`config.mk`:
```
export PLATFORM = sky130hd
export DESIGN_NAME = sne_cell
export DESIGN_NICKNAME = d
export VERILOG_FILES = /design/src/design/sne_pkg.sv /design/src/design/sne_cell.sv
export SDC_FILE = /design/constraint.sdc
export NUM_CORES = 1
export LEC_CHECK = 0
export ABC_AREA = 0
export BUFFER_PORTS_ARGS = -buffer_cell sky130_fd_sc_hd__buf_4
export CAP_MARGIN = 10
export CORE_AREA = 2 2 312 314
export DETAILED_ROUTE_END_ITERATION = 8
export DIE_AREA = 0 0 314 316
export GPL_TIMING_DRIVEN = 0
export PLACE_DENSITY = 0.33
export SKIP_CTS_REPAIR_TIMING = 1
export SLEW_MARGIN = 10
export SYNTH_ARGS = -nofsm -noshare
export SYNTH_HDL_FRONTEND = slang
export SYNTH_SLANG_ARGS = --single-unit
```
`constraint.sdc`:
```
create_clock -name clk -period 5 [get_ports clk]
set_clock_uncertainty 0.1 [all_clocks]
set_input_delay 1 -clock clk [delete_from_list [all_inputs] [get_ports clk]]
set_output_delay 1 -clock clk [all_outputs]
set_load 0.1 [all_outputs]
```
`src/design/sne_pkg.sv`:
```
`timescale 1ns / 1ps
// Shared types and constants for the sorted node entry table.
// No dependencies; imported by every module of the block.
package sne_pkg;

  // Parameter defaults
  localparam int MAX_ENTRIES_DEF = 64;
  localparam int KEY_BITS_DEF    = 32;

  // Fixed field widths
  localparam int POS_OUT_W   = 6;
  localparam int TOTAL_OUT_W = 7;
  localparam int SUM_W       = 33;

  // Max-tree leaf group size
  localparam int TREE_GROUP = 8;

  // Register reset values
  localparam logic [15:0] PAGE_BYTES_RST     = 16'd4096;
  localparam logic [7:0]  BASE_OVERHEAD_RST  = 8'd8;
  localparam logic [7:0]  ENTRY_OVERHEAD_RST = 8'd12;
  localparam logic [7:0]  SUBTREE_EXTRA_RST  = 8'd8;

  typedef enum logic [1:0] {
    MODE_INSERT = 2'd0,
    MODE_REMOVE = 2'd1,
    MODE_POP    = 2'd2,
    MODE_CLEAR  = 2'd3
  } mode_t;

  typedef enum logic [1:0] {
    STATUS_OK      = 2'd0,
    STATUS_NO_ROOM = 2'd1,
    STATUS_BAD_IDX = 2'd2
  } status_t;

  typedef enum logic [1:0] {
    REG_PAGE_BYTES     = 2'd0,
    REG_BASE_OVERHEAD  = 2'd1,
    REG_ENTRY_OVERHEAD = 2'd2,
    REG_SUBTREE_EXTRA  = 2'd3
  } reg_index_t;

  typedef enum logic [1:0] {
    ST_IDLE,
    ST_EXEC,
    ST_SETTLE,
    ST_EMIT
  } state_t;

  typedef struct packed {
    logic [1:0]  mode;
    logic [31:0] distance;
    logic [31:0] object_handle;
    logic [31:0] page_id;
    logic [31:0] radius;
    logic [15:0] object_bytes;
    logic [5:0]  index;
  } req_t;

  typedef struct packed {
    logic [1:0]  status;
    logic [5:0]  position;
    logic [31:0] out_handle;
    logic [31:0] out_page_id;
    logic [31:0] out_distance;
    logic [31:0] out_radius;
    logic [6:0]  entry_total;
    logic [15:0] bytes_in_use;
    logic [32:0] covering_radius;
  } rsp_t;

  // Per-entry payload held in a cell (key travels separately, its width is a parameter)
  typedef struct packed {
    logic [31:0]      handle;
    logic [31:0]      page_id;
    logic [31:0]      radius;
    logic [15:0]      size;
    logic [SUM_W-1:0] sum;     // key + radius, precomputed on insert
  } cell_data_t;

  // Broadcast command to every cell
  typedef struct packed {
    logic insert;
    logic remove;
    logic clear;
  } cell_cmd_t;

endpackage

```
`src/design/sne_cell.sv`:
```
`timescale 1ns / 1ps
// One slot of the sorted entry chain: holds an entry and shifts with its neighbors.
// Depends on sne_pkg.
module sne_cell import sne_pkg::*; #(
  parameter int KEY_BITS = KEY_BITS_DEF,
  parameter int CNT_W    = 7,
  parameter int CELL_IDX = 0
) (
  input  logic                clk,
  input  logic                rst,
  input  cell_cmd_t           cmd,
  input  logic [KEY_BITS-1:0] probe_key,
  input  logic [CNT_W-1:0]    rm_pos,
  input  logic [KEY_BITS-1:0] new_key,
  input  cell_data_t          new_data,
  input  logic [KEY_BITS-1:0] left_key,
  input  cell_data_t          left_data,
  input  logic                left_valid,
  input  logic                left_le,
  input  logic [KEY_BITS-1:0] right_key,
  input  cell_data_t          right_data,
  input  logic                right_valid,
  output logic [KEY_BITS-1:0] key,
  output cell_data_t          data,
  output logic                valid,
  output logic                le,
  output logic [SUM_W-1:0]    sum
);

  logic shift_in;   // insert lands at or below this slot
  logic shift_out;  // removal at or below this slot

  assign le        = valid && (key <= probe_key);
  assign sum       = valid ? data.sum : '0;
  assign shift_in  = cmd.insert && !le;
  assign shift_out = cmd.remove && (CNT_W'(CELL_IDX) >= rm_pos);

  always_ff @(posedge clk) begin
    if (rst) begin
      valid <= 1'b0;
    end else if (cmd.clear) begin
      valid <= 1'b0;
    end else if (shift_in) begin
      valid <= left_le ? 1'b1 : left_valid;
    end else if (shift_out) begin
      valid <= right_valid;
    end
  end

  always_ff @(posedge clk) begin
    if (shift_in) begin
      if (left_le) begin
        key  <= new_key;
        data <= new_data;
      end else begin
        key  <= left_key;
        data <= left_data;
      end
    end else if (shift_out) begin
      key  <= right_key;
      data <= right_data;
    end
  end

endmodule

```
Yosys cells after proc, flatten, opt, wreduce, memory -nomap -nowiden
Index checks and enable logic that the tools add are counted.
- $lt $le $gt $ge: 2
- multiplexer cells: 10
- reduce and logical (&&, ||, !) cells: 6
- operator list (cell ; number):
    145-bit 2-to-1 mux ; 3
    32-bit 2-to-1 mux ; 3
    33-bit 2-to-1 mux ; 1
    32-bit <= comparator ; 1
    1-bit by 7-bit greater-or-equal comparator with 1-bit output, first input constant ; 1
    1-bit logical AND ; 3
    1-bit 2-to-1 mux ; 3
    2-bit nonzero test ; 1
    2-bit OR reduction ; 1
    1-bit zero test ; 1
- bits in registers: 178
- bits of input ports: 578
- output and inout port bits: 212
- logic and storage cells: 25

Longest topological paths before layout
Gate-level depths: netlist of run 1.
- depth after elaboration: 5
- depth in mapped cells: 10
- gate-level depth less buffers: 8

Least setup slack after synthesis of run 1
OpenSTA, ideal clock, no wires.
- path type: input to register
- start: in probe_key[1]
- end: reg data[0] in the netlist's numbering, enable pin
- setup time: 463 ps
- arrival time: 4839 ps
- data required time: 4437 ps
- path slack: -402 ps
- stages on the path: 10
- buffers on the path: 2
- cells stage by stage: inv_1 ha_1 nor2b_1 o211ai_1 a2111oi_0 o31ai_2 a31oi_4 buf_6 buf_6 or2_2
- longest elaborated chain between the ends: 5
- RTL lines (what ; line ; source):
    from (decl) ; sne_cell.sv:12 ; input logic [KEY_BITS-1:0] probe_key,
    32-bit <= comparator ; sne_cell.sv:33 ; assign le = valid && (key <= probe_key);
    1-bit logical AND ; sne_cell.sv:33 ;
    1-bit zero test ; sne_cell.sv:35 ; assign shift_in = cmd.insert && !le;
    1-bit logical AND ; sne_cell.sv:35 ;
    2-bit nonzero test (no line) ; n/a ;
    to (signal assigned) ; sne_cell.sv:54 ; data <= new_data;
    to (signal assigned) ; sne_cell.sv:57 ; data <= left_data;
    to (signal assigned) ; sne_cell.sv:61 ; data <= right_data;
    to (decl) ; sne_cell.sv:24 ; output cell_data_t data,
Every way passes these cells.
A chain may end at the register's enable or synchronous reset.

Final worst setup path of run 1
- start: in probe_key[9]
- end: reg data[56] in the netlist's numbering, enable pin
Same word-level chain as after synthesis.

==> impl_metrics.py, run 1 <==
metrics = {
    "status": {
        "run_status": "finished clean",
    },
    "worst_hold_path": {
        "hold_start": "right_data[87]",
        "worstHoldEndpoint": "data[87]",
        "whs_path_depth": 2,
        "hold_class": "in -> reg",
    },
    "final_layout": {
        "nNetsFinal": 2157,
        "drive_gt1_share_pct": 76.41,
        "area_growth_pct": 73.85,
        "n_fill_cell": 10530,
        "final_common_cell": "buf_4",
        "final_cell_mix": "buf_4, mux2_2, edfxtp_1, mux2_4, inv_1",
    },
    "critical_path": {
        "critPathKind": "in -> reg",
        "worstPathRequired_ns": 5.09,
        "worst_r2r_startpoint": "key[15]",
        "cp_max_fo": 50,
        "crit_slowest_cell": "a31oi_4",
        "slowest_delay_ns": 0.60,
        "worst-path-stages": 12,
        "r2r_cells": 10,
        "r2r_slack_ns": 0.54,
        "worstPathArrival_ns": 4.72,
        "endpoint_kind": "flip-flop",
        "path_buf_inv": 6,
        "cp_top_family": "compound AO/OA/AOI/OAI gates",
        "critPathLaunchType": "input port",
        "crit_chain": "buf_4, inv_1, ha_1, nand4_1, a2111oi_2, o31ai_2, a31oi_4, buf_6, buf_6, or2_4, buf_16, buf_16",
        "r2r-end": "data[56]",
    },
    "die": {
        "die_x_microns": 314,
        "std_cell_rows": 114,
        "dieArea_sq_um": 99220,
        "die_height_microns": 316,
        "coreArea_sq_um": 95990,
        "initial_core_util_pct": 11.53,
        "ioPinCount": 790,
    },
    "sta": {
        "post-route-period-util_pct": 92.57,
        "fmax_mhz": 216.1,
        "period_needed_ns": 4.628,
        "tns_ns": 0,
        "slew_violations": 0,
        "hold_viol": 0,
        "setup_violations": 0,
        "slew_headroom_pct": 35.57,
        "max_slew.worst_pin.slew_ns": 0.9665,
        "rsz0062_at_grt": "false",
        "setup_slack_ns": 0.3715,
    },
    "routing": {
        "dr.pass1.iters": 4,
        "post_drt_wl_per_cell_microns": 20.35,
        "vias_per_cell": 3.334,
        "drcViolationCount": 0,
        "vias": 9485,
        "final_antenna_net_count": 0,
        "routed_wl_microns": 57890,
        "drtIter0Drc": 295,
    },
    "grt": {
        "grt_max_degree": 51,
        "grtUsageTotal_pct": 11.24,
        "grt_pass1_wl_microns": 77110,
        "antenna_found_initial": 14,
        "grt_overflow": 0,
        "first_global_vias": 10430,
    },
    "power": {
        "combPwrFrac_pct": 40.7,
        "switchingPower_w": 0.002201,
        "internal_power_w": 0.003246,
        "p_sw_share_pct": 40.40,
        "peakVddDrop_uv": 208.4,
        "clockPowerShare_pct": 24.9,
        "p_leak_nw": 8.411,
        "pwr-share-seq_pct": 34.4,
        "powerDensity_nw_per_um2": 283.0,
    },
    "synth": {
        "postSynthCellCount": 736,
        "synth-seq-cells": 178,
        "syn-cell-area_sq_um": 11070,
        "synthTopCellsByArea": "edfxtp_1, mux2_2, mux2_4, ha_1, and2_1",
        "synthAdderAreaFrac_pct": 3.617,
        "yosys.area_share.simple_pct": 3.425,
        "synth_seq_area_share_pct": 48.19,
        "yosysTopAreaCell": "edfxtp_1",
        "synth_top_area_share_pct": 48.01,
        "synth.area.mux_share_pct": 39.50,
        "synth_cell_type_count": 30,
        "syn_area_per_cell_sq_um": 15.04,
        "syn-num-nets": 1346,
        "synth_top_family_by_area": "multiplexers",
        "synth-xor-area-share_pct": 0,
        "synth_compound_area_share_pct": 1.741,
        "yosysWarningCount": 0,
    },
    "place": {
        "place_hpwl_microns": 48520,
        "gp_congestion": 0.7976,
        "port_buffers": 788,
        "dp_slack_ns": -0.8921,
    },
    "cts": {
        "clkTransAtPathRegs_ns": 0.09,
        "ctsHtreeMaxLevel": 4,
        "clockBufferDepth": 2,
        "cts_root_buf": "clkbuf_16",
        "cts_sinks": 178,
        "cts_tree": "built",
        "cts_made_buffers": 17,
        "clk_latency_ns": 0.51,
    },
    "run": {
        "drv_cap": 0,
    },
}
power groups by stage:
| stage | sequential [W] | clock (W) | combinational, W |
|---|---|---|---|
| global route | 0.00189 | 0.00148 | 0.00232 |
| CTS | 0.00188 | 0.00145 | 0.00225 |
| floorplan | 0.00280 | 0 | 0.000563 |
| finish | 0.00187 | 0.00136 | 0.00222 |
| global placement | 0.00192 | 0 | 0.00223 |
| detailed placement | 0.00191 | 0 | 0.00224 |
area by class of cell:
| type | count | area, sq um | area share (%) |
|---|---|---|---|
| timing repair buffer | 791 | 5998 | 31.17 |
| multi-input combinational | 483 | 5360 | 27.85 |
| sequential | 178 | 5335 | 27.72 |
| tap | 1276 | 1597 | 8.295 |
| clock buffer | 19 | 432.9 | 2.249 |
| buffer | 42 | 265.3 | 1.378 |
| inverter | 34 | 127.6 | 0.6631 |
| clock inverter | 13 | 107.6 | 0.5591 |
| antenna | 9 | 22.52 | 0.1170 |
cell families (layout without fill, tap and decap cells):
family	after synthesis	in the layout
compound gates	29	29
fa+ha+maj	32	32
buf+inv	76	899
flops	178	178
mux	355	355
other cells	0	9
simple gates	66	67
worst reg2reg max path: cells and delay by family (launching register included):
| family | cells | cell delay, ns |
|---|---|---|
| buffers and inverters | 4 | 1.14 |
| AND/OR/NAND/NOR | 2 | 0.66 |
| adder cells (fa/ha/maj) | 1 | 0.35 |
| flip-flops | 1 | 0.45 |
| AO/OA/AOI/OAI | 3 | 1.38 |
Yosys cell counts:
library cell	n
o31ai_2	1
nand4_1	8
nor3_1	3
nand3_1	4
o21ai_0	3
and2_1	33
clkbuf_1	23
nor4b_1	1
buf_2	6
o211ai_1	1
a21oi_1	16
mux2_4	100
inv_1	34
a31oi_4	1
dfxtp_1	1
a2111oi_0	1
nor2b_1	1
mux2_1	9
or2_2	1
o21ai_1	1
a211oi_1	1
ha_1	32
edfxtp_1	177
mux2_2	246
a21o_1	2
buf_6	13
a221o_1	2
nor4_1	4
nor2_1	3
nand2_1	8
per-layer routing:
| layer | global-route usage, % | vias up | routed length, microns |
|---|---|---|---|
| li1 | - | 4443 | - |
| met1 | 11.06 | 4509 | 19830 |
| met2 | 20.86 | 465 | 31190 |
| met3 | 4.972 | 60 | 5363 |
| met4 | 3.893 | 8 | 1454 |
| met5 | 0 | - | 52 |
metrics by stage:
step	power [W]	cells	hold WS, ns	util (%)	cell area (sq um)
floorplan	0.003364	736	1.101	-	11070
global placement	0.004150	2800	1.202	19.36	18590
detailed placement	0.004153	2803	1.187	19.45	18670
CTS	0.005573	2835	0.6204	20.01	19210
global route	0.005695	2839	0.6302	20.03	19230
finish	0.005447	2845	0.6787	20.05	19250
state kept, by name, summed over array words and instances (netlist names):
register and cells:
data 145, valid 1, key 32
worst max-delay path by stage:
stage	start	endpoint	slack, ns
finish	probe_key[9]	data[56]	0.37
CTS	probe_key[9]	data[64]	-0.33
global route	probe_key[9]	data[56]	0.14
floorplan	probe_key[14]	le	0.13
global placement	probe_key[9]	data[53]	-2.01
detailed placement	probe_key[9]	data[63]	-0.89
Power figures use the tool's default switching activity.
==> run 2: changes to the inputs <==
Settings changed: PLACE_DENSITY 0.33 to 0.35.
==> impl_metrics.py, run 2 (synthesis gave the netlist of run 1 again) <==
metrics = {
    "critical_path": {
        "endpoint_kind": "flip-flop",
        "critPathKind": "in -> reg",
        "worstPathRequired_ns": 5.07,
        "r2r_slack_ns": 0.29,
        "cp-startpoint": "probe_key[15]",
        "path_buf_inv": 6,
        "slowest_delay_ns": 0.61,
        "crit_slowest_cell": "a2111oi_0",
        "cp_top_family": "compound AO/OA/AOI/OAI gates",
        "worst_r2r_startpoint": "key[13]",
        "crit_chain": "buf_4, inv_1, ha_1, nand4_1, a2111oi_0, o31ai_2, a31oi_4, buf_6, buf_6, or2_4, buf_16, buf_16",
        "critPathLaunchType": "input port",
        "worstPathArrival_ns": 4.90,
        "cp_max_fo": 50,
    },
    "power": {
        "powerDensity_nw_per_um2": 288.5,
        "p_leak_nw": 8.435,
        "power_w": 0.005558,
        "peakVddDrop_uv": 260.2,
    },
    "final_layout": {
        "final_common_cell": "buf_4",
        "stdcell_area_sq_um": 19260,
        "drive_gt1_share_pct": 76.33,
        "fin_cells": 2840,
        "largest_reg_flops": 145,
        "area_growth_pct": 74.01,
        "n_fill_cell": 10530,
        "nNetsFinal": 2156,
        "regMostFlops": "data",
        "final_cell_mix": "buf_4, mux2_2, edfxtp_1, mux2_4, inv_1",
        "reg.largest.list": "data (145), key (32), valid (1)",
    },
    "routing": {
        "vias_per_cell": 3.313,
        "post_drt_wl_per_cell_microns": 20.25,
        "vias": 9408,
        "final_antenna_net_count": 0,
        "routed_wl_microns": 57510,
        "drtIter0Drc": 354,
        "drcViolationCount": 0,
        "dr.pass1.iters": 4,
    },
    "cts": {
        "cts_made_buffers": 17,
        "cts_root_buf": "clkbuf_16",
        "cts_sinks": 178,
        "clkTransAtPathRegs_ns": 0.08,
        "ctsHtreeMaxLevel": 4,
        "clk_latency_ns": 0.50,
        "clockBufferDepth": 2,
        "cts_tree": "built",
    },
    "sta": {
        "period_needed_ns": 4.827,
        "fmax_mhz": 207.2,
        "tns_ns": 0,
        "setup_violations": 0,
        "post-route-period-util_pct": 96.55,
        "hold_viol": 0,
        "rsz0062_at_grt": "false",
        "slew_headroom_pct": 27.12,
        "max_slew.worst_pin.slew_ns": 1.093,
        "slew_violations": 0,
        "setup_slack_ns": 0.1727,
    },
    "place": {
        "dp_slack_ns": -0.5666,
        "placed_cells": 2803,
        "dpl_cell_area_sq_um": 18670,
        "place_hpwl_microns": 48750,
        "gp_congestion": 0.8388,
        "port_buffers": 788,
    },
    "run": {
        "drv_cap": 0,
    },
    "grt": {
        "grt_overflow": 0,
        "first_global_vias": 10440,
        "grtUsageTotal_pct": 11.16,
        "antenna_found_initial": 7,
        "grt_pass1_wl_microns": 76910,
        "grt_max_degree": 52,
    },
    "die": {
        "die_x_microns": 314,
        "die_height_microns": 316,
        "coreArea_sq_um": 95990,
        "std_cell_rows": 114,
        "initial_core_util_pct": 11.53,
        "ioPinCount": 790,
        "dieArea_sq_um": 99220,
    },
    "worst_hold_path": {
        "hold_class": "in -> reg",
        "hold_start": "right_key[27]",
    },
    "status": {
        "run_status": "finished clean",
    },
}
==> run 2: report_power, final <==
part | internal (W) | switching (W)
sequential | 0.00181 | 0.0000611
combinational | 0.000790 | 0.00142
clock | 0.000744 | 0.000726
total | 0.00335 | 0.00221
==> run 2: area by class of cell <==
| class | instances | area (sq um) | area share (%) |
|---|---|---|---|
| antenna | 5 | 12.51 | 0.06495 |
| buffer | 42 | 264.0 | 1.370 |
| clock inverter | 14 | 152.6 | 0.7924 |
| timing repair buffer | 791 | 5998 | 31.14 |
| inverter | 34 | 127.6 | 0.6625 |
| sequential | 178 | 5335 | 27.70 |
| clock buffer | 18 | 429.2 | 2.228 |
| multi-input combinational | 482 | 5348 | 27.76 |
| tap | 1276 | 1597 | 8.288 |
==> run 2: per-stage QoR <==
step           utilization, %  hold WS [ns]
2_1_floorplan               -         1.101
3_5_place_dp            19.45         1.187
6_report                20.07        0.6775
3_3_place_gp            19.36         1.197
5_1_grt                 20.06        0.6372
4_1_cts                 20.05        0.6035
==> run 2: worst paths after layout <==
path                            depth (start not counted)  endpoint
worst max-delay path                                   12  data[76]
worst min-delay path                                    2   key[27]
worst max register to register                         10  data[76]
worst min register to register                          5     valid
==> run 2: per-layer routing <==
metal | share of wire [%] | global-route usage (%)
met1 | 37 | 11.60
met3 | 8.3 | 4.217
met4 | 2.0 | 4.208
met2 | 53 | 20.31
met5 | 0 | 0
